`src/hdl/wsd_pkg.sv`:
```
`timescale 1ns / 1ps
// wsd_pkg: types and constants shared by the frame deframer modules.
// No dependencies.
package wsd_pkg;

  localparam logic [7:0] OP_TEXT  = 8'd129;
  localparam logic [7:0] OP_CLOSE = 8'd136;

  localparam logic [6:0] LEN_SHORT_MAX = 7'd125;
  localparam logic [6:0] LEN_EXT16     = 7'd126;
  localparam logic [6:0] LEN_EXT64     = 7'd127;

  localparam logic [1:0] KIND_DATA  = 2'd0;
  localparam logic [1:0] KIND_EMPTY = 2'd1;
  localparam logic [1:0] KIND_CLOSE = 2'd2;
  localparam logic [1:0] KIND_BAD   = 2'd3;

  typedef struct packed {
    logic       valid;
    logic [7:0] out_byte;
    logic [1:0] kind;
    logic       last;
  } wsd_result_t;

endpackage

```
`src/hdl/wsd_rx_if.sv`:
```
`timescale 1ns / 1ps
// wsd_rx_if: valid/ready channel carrying received frame bytes.
// No dependencies.
interface wsd_rx_if;
  logic       valid;
  logic       ready;
  logic [7:0] rx_byte;

  modport source (output valid, output rx_byte, input ready);
  modport sink (input valid, input rx_byte, output ready);
endinterface

```
`src/hdl/wsd_res_if.sv`:
```
`timescale 1ns / 1ps
// wsd_res_if: valid/ready channel carrying deframer results.
// No dependencies.
interface wsd_res_if;
  logic       valid;
  logic       ready;
  logic [7:0] out_byte;
  logic [1:0] kind;
  logic       last;

  modport source (output valid, output out_byte, output kind, output last, input ready);
  modport sink (input valid, input out_byte, input kind, input last, output ready);
endinterface

```
`src/hdl/wsd_parser.sv`:
```
`timescale 1ns / 1ps
// wsd_parser: frame header/mask/payload state and the per-byte decode step.
// Depends on wsd_pkg.
module wsd_parser
  import wsd_pkg::*;
(
  input  logic        clk,
  input  logic        rst,
  input  logic        step,
  input  logic [7:0]  rx_byte,
  output wsd_result_t result
);

  localparam logic [2:0] PH_HDR0   = 3'd0;
  localparam logic [2:0] PH_HDR1   = 3'd1;
  localparam logic [2:0] PH_LENHI  = 3'd2;
  localparam logic [2:0] PH_LENLO  = 3'd3;
  localparam logic [2:0] PH_MASK   = 3'd4;
  localparam logic [2:0] PH_DATA   = 3'd5;
  localparam logic [2:0] PH_CLOSED = 3'd6;

  logic [2:0]  phase, phase_next;
  logic [7:0]  opcode_byte, opcode_byte_next;
  logic [15:0] remaining, remaining_next;
  logic [31:0] mask_key, mask_key_next;
  logic [1:0]  mask_count, mask_count_next;
  logic [1:0]  byte_index, byte_index_next;

  logic [6:0]  code;
  logic [7:0]  key;
  logic [15:0] rem_dec;

  assign code    = rx_byte[6:0];
  assign rem_dec = remaining - 16'd1;

  always_comb begin
    case (byte_index)
      2'd0:    key = mask_key[31:24];
      2'd1:    key = mask_key[23:16];
      2'd2:    key = mask_key[15:8];
      default: key = mask_key[7:0];
    endcase
  end

  always_comb begin
    phase_next       = phase;
    opcode_byte_next = opcode_byte;
    remaining_next   = remaining;
    mask_key_next    = mask_key;
    mask_count_next  = mask_count;
    byte_index_next  = byte_index;
    result           = '0;
    case (phase)
      PH_HDR0: begin
        opcode_byte_next = rx_byte;
        phase_next       = PH_HDR1;
      end
      PH_HDR1: begin
        if (opcode_byte == OP_CLOSE) begin
          phase_next  = PH_CLOSED;
          result.valid = 1'b1;
          result.kind  = KIND_CLOSE;
          result.last  = 1'b1;
        end else if (opcode_byte != OP_TEXT || code == LEN_EXT64) begin
          phase_next   = PH_HDR0;
          result.valid = 1'b1;
          result.kind  = KIND_BAD;
          result.last  = 1'b1;
        end else begin
          mask_count_next = 2'd0;
          if (code <= LEN_SHORT_MAX) begin
            remaining_next = {9'd0, code};
            phase_next     = PH_MASK;
          end else begin
            remaining_next = 16'd0;
            phase_next     = PH_LENHI;
          end
        end
      end
      PH_LENHI: begin
        remaining_next = {rx_byte, 8'd0};
        phase_next     = PH_LENLO;
      end
      PH_LENLO: begin
        remaining_next = {remaining[15:8], rx_byte};
        phase_next     = PH_MASK;
      end
      PH_MASK: begin
        mask_key_next = {mask_key[23:0], rx_byte};
        if (mask_count != 2'd3) begin
          mask_count_next = mask_count + 2'd1;
        end else begin
          mask_count_next = 2'd0;
          byte_index_next = 2'd0;
          if (remaining == 16'd0) begin
            phase_next   = PH_HDR0;
            result.valid = 1'b1;
            result.kind  = KIND_EMPTY;
            result.last  = 1'b1;
          end else begin
            phase_next = PH_DATA;
          end
        end
      end
      PH_DATA: begin
        byte_index_next = byte_index + 2'd1;
        remaining_next  = rem_dec;
        result.valid    = 1'b1;
        result.out_byte = rx_byte ^ key;
        result.kind     = KIND_DATA;
        if (rem_dec == 16'd0) begin
          phase_next  = PH_HDR0;
          result.last = 1'b1;
        end
      end
      default: begin
        // closed, or unused code: drop
      end
    endcase
  end

  always_ff @(posedge clk) begin
    if (rst) begin
      phase      <= PH_HDR0;
      mask_count <= 2'd0;
      byte_index <= 2'd0;
    end else if (step) begin
      phase      <= phase_next;
      mask_count <= mask_count_next;
      byte_index <= byte_index_next;
    end
  end

  always_ff @(posedge clk) begin
    if (step) begin
      opcode_byte <= opcode_byte_next;
      remaining   <= remaining_next;
      mask_key    <= mask_key_next;
    end
  end

endmodule

```
`src/hdl/websocket_frame_deframer.sv`:
```
`timescale 1ns / 1ps
// websocket_frame_deframer: input register, then parser, then result register.
// Throughput one byte per cycle; bytes keep streaming while a result waits, stalling
// only when a byte yields a result while the result register is held.
// Synchronous active-high reset returns the parser to the first header byte
// and empties both registers. Depends on wsd_pkg, wsd_rx_if, wsd_res_if, wsd_parser.
module websocket_frame_deframer
  import wsd_pkg::*;
(
  input  logic clk,
  input  logic rst,
  wsd_rx_if.sink    rx,
  wsd_res_if.source res
);

  logic        in_valid;
  logic [7:0]  in_byte;
  logic        advance;
  wsd_result_t step_res;

  logic        out_valid;
  logic [7:0]  out_byte;
  logic [1:0]  out_kind;
  logic        out_last;

  assign advance  = in_valid && (!step_res.valid || !out_valid || res.ready);
  assign rx.ready = !in_valid || advance;

  always_ff @(posedge clk) begin
    if (rst) begin
      in_valid <= 1'b0;
    end else if (rx.ready) begin
      in_valid <= rx.valid;
    end
  end

  always_ff @(posedge clk) begin
    if (rx.valid && rx.ready) begin
      in_byte <= rx.rx_byte;
    end
  end

  wsd_parser u_parser (
    .clk     (clk),
    .rst     (rst),
    .step    (advance),
    .rx_byte (in_byte),
    .result  (step_res)
  );

  always_ff @(posedge clk) begin
    if (rst) begin
      out_valid <= 1'b0;
    end else if (advance && step_res.valid) begin
      out_valid <= 1'b1;
    end else if (res.ready) begin
      out_valid <= 1'b0;
    end
  end

  always_ff @(posedge clk) begin
    if (advance && step_res.valid) begin
      out_byte <= step_res.out_byte;
      out_kind <= step_res.kind;
      out_last <= step_res.last;
    end
  end

  assign res.valid    = out_valid;
  assign res.out_byte = out_byte;
  assign res.kind     = out_kind;
  assign res.last     = out_last;

endmodule

```
`src/flat_wrapper.sv`:
```
// flat-port wrapper written by rule: the top's interface ports become plain ports
module websocket_frame_deframer_flat import wsd_pkg::*;
  (clk, rst, rx_valid, rx_rx_byte, rx_ready, res_valid, res_out_byte, res_kind, res_last, res_ready);
  wsd_rx_if rx_i ();
  wsd_res_if res_i ();
  input  logic clk;
  input  logic rst;
  input wire logic [$bits(rx_i.valid)-1:0] rx_valid;
  input wire logic [$bits(rx_i.rx_byte)-1:0] rx_rx_byte;
  output wire logic [$bits(rx_i.ready)-1:0] rx_ready;
  output wire logic [$bits(res_i.valid)-1:0] res_valid;
  output wire logic [$bits(res_i.out_byte)-1:0] res_out_byte;
  output wire logic [$bits(res_i.kind)-1:0] res_kind;
  output wire logic [$bits(res_i.last)-1:0] res_last;
  input wire logic [$bits(res_i.ready)-1:0] res_ready;
  assign rx_i.valid = rx_valid;
  assign rx_i.rx_byte = rx_rx_byte;
  assign rx_ready = rx_i.ready;
  assign res_valid = res_i.valid;
  assign res_out_byte = res_i.out_byte;
  assign res_kind = res_i.kind;
  assign res_last = res_i.last;
  assign res_i.ready = res_ready;
  websocket_frame_deframer u_core (.clk(clk), .rst(rst), .rx(rx_i), .res(res_i));
endmodule
```
`config.mk`:
```
export PLATFORM = sky130hd
export DESIGN_NAME = websocket_frame_deframer_flat
export DESIGN_NICKNAME = d
export VERILOG_FILES = /design/src/hdl/wsd_pkg.sv /design/src/hdl/wsd_rx_if.sv /design/src/hdl/wsd_res_if.sv /design/src/hdl/wsd_parser.sv /design/src/hdl/websocket_frame_deframer.sv /design/src/flat_wrapper.sv
export SDC_FILE = /design/constraint.sdc
export NUM_CORES = 1
export LEC_CHECK = 0
export BUFFER_PORTS_ARGS = -buffer_cell sky130_fd_sc_hd__buf_2
export CORE_MARGIN = 8
export CORE_UTILIZATION = 30
export CTS_CLUSTER_DIAMETER = 50
export DETAILED_ROUTE_END_ITERATION = 10
export SLEW_MARGIN = 0
export SYNTH_ARGS = -nofsm -noshare
export SYNTH_HDL_FRONTEND = slang
export SYNTH_SLANG_ARGS = --single-unit
export TNS_END_PERCENT = 20
```
`constraint.sdc`:
```
create_clock -name clk -period 4.78 [get_ports clk]
set_input_delay 0.239 -clock clk [delete_from_list [all_inputs] [get_ports clk]]
set_output_delay 0.239 -clock clk [all_outputs]
set_load 0.01 [all_outputs]
```
# [Word-level counts from Yosys, hierarchy flattened]
# Index checks and enable logic that the tools add are counted.
[word_totals] register_bits=84 latch_bits=0 ram_bits=0 romBits=0 inputBits=12 out_inout_bits=13 wordCells=92 memories=0
[op_classes] n_addsub=3 mul=0 n_div=0 magnitude_cmp=1 n_eq_ne=15 n_shift=0 mux=31 bitwise_logic=2 reduce_logical=27
[op_table] cell="one-hot mux 16 bit (4 select lines)" n=1
[op_table] cell="zero test 16 bit" n=2
[op_table] cell="2-to-1 mux 16 bit" n=2
[op_table] cell="2-to-1 mux 3 bit" n=8
[op_table] cell="one-hot mux 8 bit (3 select lines)" n=1
[op_table] cell="one-hot mux 3 bit (6 select lines)" n=1
[op_table] cell="subtractor 16 x 1 -> 16 bit, second input constant" n=1
[op_table] cell="2-to-1 mux 2 bit" n=6
[op_table] cell="AND reduction 4 bit" n=3
[op_table] cell="!= test 2 bit, second input constant" n=5
[op_table] cell="one-hot mux 3 bit (3 select lines)" n=1
[op_table] cell="equality test 8 bit, second input constant" n=1
[op_table] cell="!= test 8 bit, second input constant" n=1
[op_table] cell="one-hot mux 2 bit (2 select lines)" n=2
[op_table] cell="XOR 8 bit" n=1
[op_table] cell="equality test 7 bit, second input constant" n=1
[op_table] cell="<= comparator 7 bit, second input constant" n=1
[op_table] cell="2-to-1 mux 1 bit" n=7
[op_table] cell="2-to-1 mux 7 bit" n=1
[op_table] cell="equality test 3 x 2 -> 1 bit, second input constant" n=2
[op_table] cell="equality test 3 bit, second input constant" n=2
[op_table] cell="nonzero test 2 bit" n=3
[op_table] cell="nonzero test 6 bit" n=1
[op_table] cell="AND reduction 5 bit" n=1
[op_table] cell="15 further kinds" n=24

# [Depth between registers and ports, before layout]
# Gate-level depths: netlist of run 1.
[depth] depth_word=11 mapped_depth=9 mapped_depth_nobuf=8

# [Modules after synthesis]
# From an unflattened synthesis of run 1, not the netlist that was laid out.
[unflattened] hier_cells=335 hier_area_um2=3960.0
[by_module_without_submodules] mod="wsd_parser" instances=1 cells_each=304 area_each_um2=3285.7 seq_area_each_um2=1821.7
[by_module_without_submodules] mod="websocket_frame_deframer" instances=1 cells_each=31 area_each_um2=674.4 seq_area_each_um2=610.6

# [Least setup slack after synthesis of run 1]
# OpenSTA, ideal clock, no wires.
[synth_path] kind="reg2reg" startpoint="register u_core.u_parser.remaining[0]" endpoint="register u_core.u_parser.remaining[0] (enable)" setup_ps=419 arrival_ps=3219 required_ps=4361 path_slack_ps=1142 stages_incl_launch_ff=10 path_buffers=1 period_less_slack_ps=3638 path_cell_list="edfxtp_1 -> clkbuf_1 -> inv_1 -> ha_1 -> nor3b_1 -> nand2_1 -> nor4_4 -> o31ai_2 -> nand3_1 -> a2111oi_0"
[synth_between] elab_chain_len=9
[synth_lines] item="start: declaration" line="wsd_parser.sv:24" rtl="logic [15:0] remaining, remaining_next;"
[synth_lines] item="start signal: assignment" line="wsd_parser.sv:137" rtl="remaining <= remaining_next;"
[synth_lines] item="zero test 16 bit" line="wsd_parser.sv:95" rtl="if (remaining == 16'd0) begin"
[synth_lines] item="2-to-1 mux 1 bit" line="wsd_parser.sv:95"
[synth_lines] item="2-to-1 mux 1 bit" line="wsd_parser.sv:90" rtl="if (mask_count != 2'd3) begin"
[synth_lines] item="one-hot mux 1 bit (3 select lines)" line="wsd_parser.sv:53" rtl="case (phase)"
[synth_lines] item="zero test 1 bit" line="websocket_frame_deframer.sv:26" rtl="assign advance = in_valid && (!step_res.valid || !out_valid || res.ready);"
[synth_lines] item="logical OR 1 bit (2 in series)" line="websocket_frame_deframer.sv:26"
[synth_lines] item="logical AND 1 bit" line="websocket_frame_deframer.sv:26"
[synth_lines] item="AND reduction 4 bit (no source line)"
# No other way between the ends.
# A chain may end at the register's enable or synchronous reset.

# [Worst setup path in the final report of run 1]
[layout_path] startpoint="register u_core.u_parser.remaining[1]" endpoint="register u_core.out_byte[6] (netlist: u_core.res.out_byte[6]) (enable)"
[layout_between] elab_chain_len=9
[layout_lines] item="zero test 16 bit (*)" line="wsd_parser.sv:95"
[layout_lines] item="2-to-1 mux 1 bit (*)" line="wsd_parser.sv:95"
[layout_lines] item="2-to-1 mux 1 bit (*)" line="wsd_parser.sv:90"
[layout_lines] item="one-hot mux 1 bit (3 select lines) (*)" line="wsd_parser.sv:53"
[layout_lines] item="zero test 1 bit" line="websocket_frame_deframer.sv:26"
[layout_lines] item="logical OR 1 bit (2 in series)" line="websocket_frame_deframer.sv:26"
[layout_lines] item="logical AND 1 bit" line="websocket_frame_deframer.sv:26"
[layout_lines] item="logical AND 1 bit (*)" line="websocket_frame_deframer.sv:62" rtl="if (advance && step_res.valid) begin"
[layout_lines] item="end signal: assignment" line="websocket_frame_deframer.sv:63" rtl="out_byte <= step_res.out_byte;"
[layout_lines] item="end: declaration" line="websocket_frame_deframer.sv:22" rtl="logic [7:0] out_byte;"
# Every way passes the cells marked *; elsewhere a longest branch is shown, timed or not.

==> results.md, run 1 <==
- Width of the die: about 130 um
- Share of Yosys cell area claimed by the top area cell type: 0.5513
- Synthesized net count: 377
- Warnings, synthesis: 0
- CP Capture Type: register
- Largest cells by area after synthesis: sky130_fd_sc_hd__edfxtp_1 55%, sky130_fd_sc_hd__dfxtp_1 4.4%, sky130_fd_sc_hd__xnor2_1 4.1%
- Post-route met1 wirelength: about 4200 um
- Fraction of synthesis flops using an asynchronous set or reset pin: 0
- Number of endpoints failing setup at the final stage: 0
- Final hold violations: 0
- Crit path kind: reg -> reg
- Via density per instance: about 5.1
- Measured slew at the worst slew-check pin: 1099 ps
- Worst reg-to-reg path cell count: 7
- GRT Total Usage: 0.1067
- Antenna-violating nets left: 0
- Proportion of layout cells with a drive suffix above 1: 0.1500
- First drt pass iteration count: 5
- Count of cells along the worst hold path: 1
- Number of instances resized during post-cts repair: 0
- Post-Syn Instances: roughly 360
- Clock Skew: roughly 7.6 ps
- Routed wire per std cell: around 16 um
- Worst-path clk slew: 60 ps
- Max Clock Freq: about 0.30 GHz
- Number of DRC violations after detailed routing: 0
- Number of diodes: 0
- Number of ports placed on the die boundary: 25
- Buffers inserted during post-CTS setup optimization: 0
- Initial antenna violation count: 0
- Total power: 1.631 mW
- Placed Instances: 540
- Initial standard-cell utilization of the core: 0.3073
- Post-synth EDFFs: 75
- First-pass GRT wire length: ~15000 um
- Crit path time final: 3340 ps
- Area grow syn2layout: 15.38%
- Number of clock buffers inserted by TritonCTS: 9
- Number of standard cells in the layout, taps in and fillers out: approximately 560
- Synth unique cells: 57
- Max Transition Viols Final: 0
- Peak VDD IR: around 0.18 mV
- Die Ht: 132.7 um
- Leakage power figure: between 1.5 and 2 nW
- Length of routed met2 wiring: 4265 um
- Pin count of the biggest net entering global routing: 33
- Root buf cell: sky130_fd_sc_hd__clkbuf_16
- Total number of vias: approximately 2.8k
- DR top layer: met4
- Type of the most critical hold path: in -> reg
- Result of the run: completed
- Max-slew headroom at the worst pin: 0.2656
- Remaining Overflow, GRT: 0
- Kind of start point of the critical path: register
- Placer's final routability congestion estimate: 0.8993
- Clock latency reported for the late side of the worst-skew pair: between 300 and 400 ps
- Number of placement rows: 42
- Count of fill cells added during filler insertion: approximately 1.3k
- # Max-Cap Violations: 0
- Core ar.: between 10000 and 15000 um^2
- CTS Buffer Depth: 2
- Setup repair after global routing missed its margin: no
- Overall die area: roughly 18000 um^2
- Count of hold buffers inserted by post-cts repair: 0
- Post-Synthesis Mean Instance Area: between 10 and 15 um^2
- Sink count of the clock tree: 84
- Commonest register cell after synthesis: sky130_fd_sc_hd__edfxtp_1
- Fin crit share: 0.6987
- Count of buffers inserted at the top-level ports: 24
- Critical path data arrival time: ~3300 ps
- Clock tree from TritonCTS: built
- Clock H-tree levels: 3
- Library cell occupying the most area in the post-synthesis netlist: sky130_fd_sc_hd__edfxtp_1
- Power density over the cells: between 300 and 400 nW/um^2
- Area taken by flip-flops and latches: 2432 um^2
- Setup TNS: 0 ps
- Proportion of synthesized chip area in sequential cells: 0.5954
- Post-synthesis register bit count: 84
- Top fanout value on the critical path: 11
- Cell area after technology mapping: 4085 um^2
- Iteration-0 DRC count of the detailed router: between 300 and 400
- Vias in the first global route: 2820
- CP required: approximately 4700 ps
- Detail Placement HPWL: 6518 um
- Area of the multi-input gates: about 1500 um^2
- Number of nets at the end of the flow: roughly 400
- Length of routed met3 wiring: about 450 um
- Final WL: ~9000 um
==> logic make-up after synthesis <==
| logic type | share of synthesized area |
|---|---|
| fa+ha+maj | 0.02757 |
| simple gates | 0.1740 |
| compound gates | 0.1299 |
| buf+inv | 0.03032 |
| flops | 0.5954 |
| xor+xnor | 0.04288 |
==> routing by layer <==
layer  track usage  vias to the layer above
met5             0                        -
met4       0.04858                        0
met3       0.03369                       13
met2        0.1695                       64
met1        0.1295                     1365
li1              -                     1369
==> state kept, by name (all words and copies together) (netlist names) <==
register,cells
u_core.u_parser.byte_index,2
u_core.u_parser.mask_key,32
u_core.in_valid,1
u_core.res.valid,1
u_core.res.last,1
u_core.u_parser.mask_count,2
u_core.in_byte,8
u_core.u_parser.remaining,16
u_core.res.kind,2
u_core.u_parser.opcode_byte,8
u_core.u_parser.phase,3
u_core.res.out_byte,8
==> worst max-delay path, stage by stage, from the launching register on <==
cell and delay, ps:
sky130_fd_sc_hd__edfxtp_1 490, sky130_fd_sc_hd__inv_1 130, sky130_fd_sc_hd__ha_1 290, sky130_fd_sc_hd__nor3b_1 480
sky130_fd_sc_hd__nand2_1 240, sky130_fd_sc_hd__nor4_4 300, sky130_fd_sc_hd__nor2_1 130, sky130_fd_sc_hd__a211oi_2 900
==> worst paths after layout <==
check             slack, ps                      endpoint                         start
hold reg to reg         450  u_core.u_parser.mask_key[13]   u_core.u_parser.mask_key[5]
setup reg to reg       1440        u_core.res.out_byte[6]  u_core.u_parser.remaining[1]
hold / removal           80             u_core.in_byte[2]                 rx_rx_byte[2]
setup / recovery       1440        u_core.res.out_byte[6]  u_core.u_parser.remaining[1]
==> through the flow <==
step	worst slack (ps)	utilization	hold slack (ps)	area (um^2)
CTS	1430	0.3545	64.57	4713
global placement	1555	0.3298	419.5	4384
floorplan	1142	-	337.9	4085
detailed placement	1456	0.3298	417.5	4384
global route	1137	0.3545	64.10	4713
finish	1440	0.3545	78.97	4713
==> report_power, final <==
part	leakage [nW]	total (mW)	switching [mW]	internal (mW)
clock	0.161	0.754	0.290	0.465
combinational	0.605	0.0468	0.0267	0.0201
sequential	0.752	0.830	0.0203	0.810
total	1.52	1.63	0.337	1.29
==> cell usage in the layout, fill, tap and decap left out, types with 3 or more instances in the layout <==
| master | count |
|---|---|
| sky130_fd_sc_hd__a21o_1 | 3 |
| sky130_fd_sc_hd__a21oi_1 | 13 |
| sky130_fd_sc_hd__a222oi_1 | 8 |
| sky130_fd_sc_hd__and2_1 | 6 |
| sky130_fd_sc_hd__buf_2 | 24 |
| sky130_fd_sc_hd__buf_4 | 3 |
| sky130_fd_sc_hd__clkbuf_16 | 9 |
| sky130_fd_sc_hd__dfxtp_1 | 9 |
| sky130_fd_sc_hd__edfxtp_1 | 75 |
| sky130_fd_sc_hd__ha_1 | 9 |
| sky130_fd_sc_hd__inv_1 | 13 |
| sky130_fd_sc_hd__inv_6 | 3 |
| sky130_fd_sc_hd__nand2_1 | 42 |
| sky130_fd_sc_hd__nand2b_1 | 4 |
| sky130_fd_sc_hd__nand3_1 | 5 |
| sky130_fd_sc_hd__nand4_1 | 5 |
| sky130_fd_sc_hd__nor2_1 | 27 |
| sky130_fd_sc_hd__nor2b_1 | 6 |
| sky130_fd_sc_hd__nor3_1 | 8 |
| sky130_fd_sc_hd__nor4_1 | 3 |
| sky130_fd_sc_hd__nor4_2 | 4 |
| sky130_fd_sc_hd__o21ai_0 | 26 |
| sky130_fd_sc_hd__o31ai_1 | 4 |
| sky130_fd_sc_hd__or3_1 | 3 |
| sky130_fd_sc_hd__or4_1 | 3 |
| sky130_fd_sc_hd__xnor2_1 | 19 |
==> Yosys cell counts (6+ instances only) <==
master and n:
sky130_fd_sc_hd__a21oi_1 13, sky130_fd_sc_hd__a222oi_1 8, sky130_fd_sc_hd__and2_1 6, sky130_fd_sc_hd__clkbuf_1 16, sky130_fd_sc_hd__dfxtp_1 9, sky130_fd_sc_hd__edfxtp_1 75
sky130_fd_sc_hd__ha_1 9, sky130_fd_sc_hd__inv_1 13, sky130_fd_sc_hd__nand2_1 42, sky130_fd_sc_hd__nor2_1 27, sky130_fd_sc_hd__nor2b_1 6, sky130_fd_sc_hd__nor3_1 8
sky130_fd_sc_hd__o21ai_0 26, sky130_fd_sc_hd__xnor2_1 19
==> layout make-up <==
class / instances / area share
repair buffers: 27 / 0.03026
clock buffers: 9 / 0.04778
clock inverters: 7 / 0.02203
multi-input cells: 240 / 0.3268
inverters: 13 / 0.01035
flip-flops and latches: 84 / 0.5161
well taps: 176 / 0.04672
No activity file was read; power rests on OpenSTA's default activity.
==> run 2: changes to the inputs <==
clock period = 2.8 ns   (was 4.78 ns; I/O delays follow)
==> run 2 against run 1 <==
Sequential share of layout area down 2.5 points. Non-clock buffer count rose by 29. Count of clock-buffer cells in the layout is the same. Wire length grew 4.7%. Clock skew increased by 1.9 ps. Clock power rose by 70%. Final cell count increased by 5.2%. Sequential power is 69% higher. Via count up 5.8%. Die area is the same. Critical endpoint is now u_core.u_parser.remaining[3]. Largest power group unchanged.
==> results.md, run 2 (synthesized netlist as in run 1, its figures left out) <==
- Count of fill cells added during filler insertion: roughly 1.3k
- Worst-path cell with the longest stage delay: sky130_fd_sc_hd__o31ai_2
- Number of clock buffers inserted by TritonCTS: 9
- First drt pass iteration count: 5
- Routed wire per std cell: about 16 um
- Number of nets at the end of the flow: roughly 430
- Via density per instance: 5.082
- Core ar.: ~13000 um^2
- Final critical-path setup slack: between 100 and 150 ps
- Flip-flop count of the largest register after layout: 32
- Die Ht: ~130 um
- Antenna-violating nets left: 0
- CTS Buffer Depth: 2
- Hold WS: roughly 19 ps
- Clock latency reported for the late side of the worst-skew pair: 350 ps
- Remaining Overflow, GRT: 0
- Area grow syn2layout: 21.32%
- Total number of vias: between 2k and 3k
- First-pass GRT wire length: about 16000 um
- Result of the run: completed
- Worst-path clk slew: about 60 ps
- Final WL: 9463 um
- Number of endpoints failing setup at the final stage: 0
- Top fanout value on the critical path: 8
- Leakage power figure: ~1.7 nW
- Number of ports placed on the die boundary: 25
- Final hold violations: 0
- Measured slew at the worst slew-check pin: 581.8 ps
- Largest registers: u_core.u_parser.mask_key x32, u_core.u_parser.remaining x16
- Largest incremental delay on the critical path: roughly 450 ps
- Cell-by-cell listing of the critical path: nor4_2 > nand3b_1 > o21a_2 > o31ai_2 > nand3_1 > a2111oi_2 > buf_4
- Worst setup timing slack at the placement stage: 120.1 ps
- Kind of start point of the critical path: register
- Fin crit share: 0.9608
- Number of instances resized during post-cts repair: 0
- Max Transition Viols Final: 0
- Area of the multi-input gates: between 1500 and 2000 um^2
- Sink count of the clock tree: 84
- Detail Placement HPWL: approximately 7000 um
- CP Capture Type: register
- Setup repair after global routing missed its margin: yes
- Worst R2R Setup Slack: approximately 110 ps
- Number of DRC violations after detailed routing: 0
- Area taken by flip-flops and latches: between 2000 and 2500 um^2
- Root buf cell: sky130_fd_sc_hd__clkbuf_16
- Number of placement rows: 42
- Crit path kind: reg -> reg
- Initial antenna violation count: 0
- Number of diodes: 0
- Max-slew headroom at the worst pin: 0.6112
- Clock H-tree levels: 3
- CP required: roughly 2900 ps
- GRT Total Usage: 0.1130
- Crit path time final: approximately 2700 ps
- Width of the die: around 130 um
- Type of the most critical hold path: in -> reg
- Commonest non-fill, non-tap cell in the layout: sky130_fd_sc_hd__edfxtp_1
- Pin count of the biggest net entering global routing: 33
- Buffers inserted during post-CTS setup optimization: 0
- Peak VDD IR: 0.3079 mV
- # Max-Cap Violations: 0
- Initial standard-cell utilization of the core: 0.3073
- Power density over the cells: roughly 560 nW/um^2
- Top reg by flops: u_core.u_parser.mask_key
- Placer's final routability congestion estimate: approximately 0.9
- Proportion of layout cells with a drive suffix above 1: 0.1907
- Max Clock Freq: about 0.37 GHz
- Iteration-0 DRC count of the detailed router: ~250
- Vias in the first global route: just under 3k
- Critical path data arrival time: approximately 2700 ps
- Most used cells in the layout excluding fill and tap cells: 75 x sky130_fd_sc_hd__edfxtp_1, 42 x sky130_fd_sc_hd__nand2_1, 27 x sky130_fd_sc_hd__nor2_1
- Count of buffers inserted at the top-level ports: 24
- Clock Skew: ~9.5 ps
- Overall die area: ~18000 um^2
- Clock tree from TritonCTS: built
run 2: cell count changes in the layout (fill, tap and decap cells not counted), sizes merged:
cell / previous run / this run
clkinv: 2 / 3
inv: 16 / 15
dlygate4sd3: 0 / 7
buf: 27 / 49
run 2: final timing paths:
kind                                       start                      endpoint  depth (start not counted)
hold / removal                     rx_rx_byte[0]             u_core.in_byte[0]                          1
setup reg to reg  u_core.u_parser.opcode_byte[1]  u_core.u_parser.remaining[3]                          7
setup / recovery  u_core.u_parser.opcode_byte[1]  u_core.u_parser.remaining[3]                          7
hold reg to reg      u_core.u_parser.mask_key[1]   u_core.u_parser.mask_key[9]                          0
run 2: layer usage:
metal | wire length [um] | track usage | vias up | part of all wire
met2 | 4562 | 0.1828 | 71 | 0.48
met1 | 4200 | 0.1320 | 1457 | 0.44
li1 | - | - | 1425 | -
met3 | 405 | 0.03293 | 20 | 0.043
met4 | 295 | 0.06309 | 0 | 0.031
met5 | 0 | 0 | - | 0
run 2: layout make-up:
type | instances | share of cell area
flip-flops and latches | 84 | 0.4908
inverters | 13 | 0.009846
clock inverters | 7 | 0.01994
repair buffers | 56 | 0.07877
well taps | 176 | 0.04443
clock buffers | 9 | 0.04544
multi-input cells | 240 | 0.3108
run 2: power by group:
group	internal [mW]	switching (mW)	total [mW]
clock network	0.787	0.492	1.28
logic	0.0529	0.0651	0.118
registers	1.38	0.0199	1.40
run 2: repair_timing:
| action | CTS | global route |
|---|---|---|
| setup endpoints to repair | 0 | 22 |
| hold endpoints to repair | 7 | 0 |
| hold buffers | 7 | 0 |
run 2: critical path: cells and delay by family (launching register included):
family	cells	cell delay, ps
compound gates	3	1020
buf+inv	1	240
flops	1	390
simple gates	3	740
run 2: per-stage QoR:
stage / std cells / power (mW) / cell area (um^2) / TNS (ps) / util
CTS: 585 / 2.832 / 4956 / 0 / 0.3728
finish: 585 / 2.798 / 4956 / 0 / 0.3728
detailed placement: 562 / 1.540 / 4562 / 0 / 0.3431
global route: 585 / 2.886 / 4956 / -888.2 / 0.3728
global placement: 562 / 1.538 / 4562 / 0 / 0.3431
floorplan: 356 / 1.486 / 4096 / -7439 / -
==> run 3: changes to the inputs <==
==> constraint.sdc (replaced) <==
create_clock -name clk -period 2.8 [get_ports clk]
set_input_delay 0.84 -clock clk [delete_from_list [all_inputs] [get_ports clk]]
set_output_delay 0.84 -clock clk [all_outputs]
set_load 0.01 [all_outputs]
==> run 3 against run 2 <==
The flow now finishes with violations (negative setup slack). Core utilization increased by 0.42 points. First-iteration DRC count fell by 0.80%. Count of clock-buffer cells in the layout did not move. Critical path depth is 1 lower. Clock power decreased by 7%. Highest routed layer unchanged. Critical endpoint is now rx_ready. Sequential power is essentially flat. Largest cell class unchanged. Global-route usage increased by 0.27 points. Final cell count increased by 1.4%. Design area is 1.1% higher. Combinational power increased by 7%. Die area stayed put. Via count increased by 3.1%.
==> results.md, run 3 (synthesized netlist as in run 1, its figures left out) <==
- CTS Buffer Depth: 2
- Antenna-violating nets left: 0
- Final hold violations: 0
- Count of buffers inserted at the top-level ports: 24
- Most used cells in the layout excluding fill and tap cells: 75 x sky130_fd_sc_hd__edfxtp_1, 40 x sky130_fd_sc_hd__nand2_1, 40 x sky130_fd_sc_hd__buf_4
- Die Ht: 132.7 um
- Clock H-tree levels: 3
- Routed wire per std cell: 16.54 um
- Remaining Overflow, GRT: 0
- Flip-flop count of the largest register after layout: 32
- Hold wc startpoint: u_core.u_parser.mask_key[16]
- Clock tree from TritonCTS: built
- Sink count of the clock tree: 84
- Detail Placement HPWL: 7134 um
- Placer's final routability congestion estimate: 0.9121
- Type of the most critical hold path: reg -> reg
- Clock Skew: about 11 ps
- Endpoint, Worst Hold: u_core.u_parser.mask_key[24]
- Pin count of the biggest net entering global routing: 33
- Number of standard cells in the layout, taps in and fillers out: 593
- Total power: between 2 and 3 mW
- Vias in the first global route: about 3.1k
- CP required: 1960 ps
- Cell-by-cell listing of the critical path: nor4_2 > nand3b_1 > o21a_2 > o311ai_2 > or2_1 > buf_2
- Number of endpoints failing setup at the final stage: 1
- Initial standard-cell utilization of the core: 0.3073
- Iteration-0 DRC count of the detailed router: ~250
- Worst-path cell with the longest stage delay: sky130_fd_sc_hd__edfxtp_1
- Count of hold buffers inserted by post-cts repair: 0
- Crit path time final: between 2000 and 3000 ps
- GRT met2 Usage: 0.1913
- Top fanout value on the critical path: 3
- Number of placement rows: 42
- # Max-Cap Violations: 0
- Count of cells along the worst hold path: 0
- Leakage power figure: around 1.7 nW
- Power density over the cells: 541.9 nW/um^2
- Number of cells on the critical path: 6
- First drt pass iteration count: 5
- Peak VDD IR: ~0.30 mV
- Worst reg2reg startpoint: u_core.u_parser.remaining[1]
- Placed Instances: ~580
- Worst R2R Setup Slack: around 150 ps
- Largest incremental delay on the critical path: about 380 ps
- R2r endpoint: u_core.res.last
- Max Clock Freq: about 0.34 GHz
- Critical path buffer and inverter count: 1
- Met3 GRT Util: 0.02271
- Failing checks: negative setup slack
- Met1 usage: 0.1405
- Final WL: between 9000 and 10000 um
- Top reg by flops: u_core.u_parser.mask_key
- Fin crit share: 1.045
- Proportion of layout cells with a drive suffix above 1: 0.2350
- Setup TNS: -127.1 ps
- Area grow syn2layout: 22.70%
- GRT busiest layer: met2
- Count of fill cells added during filler insertion: approximately 1.3k
- Number of nets at the end of the flow: approximately 430
- Hold WS: 450.6 ps
- Result of the run: finished with violations
- Number of ports placed on the die boundary: 25
- Kind of start point of the critical path: register
- GRT Total Usage: 0.1157
- Width of the die: 132.7 um
- Final critical-path setup slack: -127.1 ps
- Number of diodes: 0
- Cell family with the largest share of critical-path delay: simple AND/OR/NAND/NOR gates
- Overall die area: around 18000 um^2
- Root buf cell: sky130_fd_sc_hd__clkbuf_16
- Setup repair after global routing missed its margin: yes
- Clock latency reported for the late side of the worst-skew pair: between 300 and 400 ps
- Max-slew headroom at the worst pin: 0.6394
- Number of clock buffers inserted by TritonCTS: 9
- Total number of vias: 3066
- Worst reg-to-reg path cell count: 10
- Initial antenna violation count: 0
- Commonest non-fill, non-tap cell in the layout: sky130_fd_sc_hd__edfxtp_1
- Max Transition Viols Final: 0
- Number of DRC violations after detailed routing: 0
- CP Capture Type: output pin
- Via density per instance: between 5 and 6
- First-pass GRT wire length: roughly 16000 um
- Largest registers: u_core.u_parser.mask_key x32, u_core.u_parser.remaining x16
- Critical path data arrival time: 2090 ps
- Core ar.: between 10000 and 15000 um^2
- Crit path kind: reg -> out
- Worst-path clk slew: 70 ps
- Measured slew at the worst slew-check pin: between 500 and 600 ps
==> run 3: cell types whose count changed in the layout (fill, tap and decap cells not counted), sizes merged <==
cell | previous run | this run
clkinv | 3 | 2
buf | 49 | 65
bufinv | 2 | 1
dlygate4sd3 | 7 | 0
clkinvlp | 0 | 1
==> run 3: per-layer routing <==
layer	routed length, um	vias up
li1	-	1451
met1	4297	1497
met2	4657	94
met3	570	24
met4	282	0
met5	0	-
==> run 3: repair_timing <==
item	in CTS	in global routing
resized for setup	5	1
buffers inserted	1	0
pin swaps	1	0
setup endpoints to repair	1	1
==> run 3: worst register-to-register path, cell delays in order, from the launching register on <==
cell and delay, ps:
sky130_fd_sc_hd__edfxtp_1 400, sky130_fd_sc_hd__inv_1 90, sky130_fd_sc_hd__ha_1 170, sky130_fd_sc_hd__buf_4 150, sky130_fd_sc_hd__or3b_2 480, sky130_fd_sc_hd__o22ai_1 180
sky130_fd_sc_hd__a32oi_1 110, sky130_fd_sc_hd__a2111oi_0 380, sky130_fd_sc_hd__buf_4 200, sky130_fd_sc_hd__nand3_1 110, sky130_fd_sc_hd__a21oi_1 200
==> run 3: power breakdown <==
part	internal (mW)	switching (mW)	total [mW]
Combinational	0.0540	0.0715	0.126
Clock	0.695	0.497	1.19
Sequential	1.38	0.0169	1.40
Total	2.13	0.586	2.72
==> run 3: through the flow <==
stage                 util  setup slack [ps]  cell area, um^2
finish              0.3770            -127.1             5012
global route        0.3770            -267.7             5012
CTS                 0.3768            -135.2             5010
detailed placement  0.3516             110.2             4674
global placement    0.3516             165.8             4674
floorplan                -            -204.2             4096
==> run 3: how the worst max path moves through the flow <==
| stage | endpoint | startpoint |
|---|---|---|
| floorplan | u_core.u_parser.opcode_byte[0] | u_core.u_parser.remaining[0] |
| global placement | rx_ready | u_core.u_parser.remaining[1] |
| detailed placement | rx_ready | u_core.u_parser.remaining[1] |
| CTS | rx_ready | u_core.u_parser.remaining[1] |
| global route | rx_ready | u_core.u_parser.remaining[1] |
| finish | rx_ready | u_core.u_parser.opcode_byte[1] |
==> run 3: area by class of cell <==
class,count,area [um^2],share of cell area
clock buffers,9,225.2,0.04493
repair buffers,65,440.4,0.08787
well taps,176,220.2,0.04393
multi-input cells,240,1573,0.3138
flip-flops and latches,84,2432,0.4853
inverters,13,48.80,0.009735
clock inverters,6,72.57,0.01448
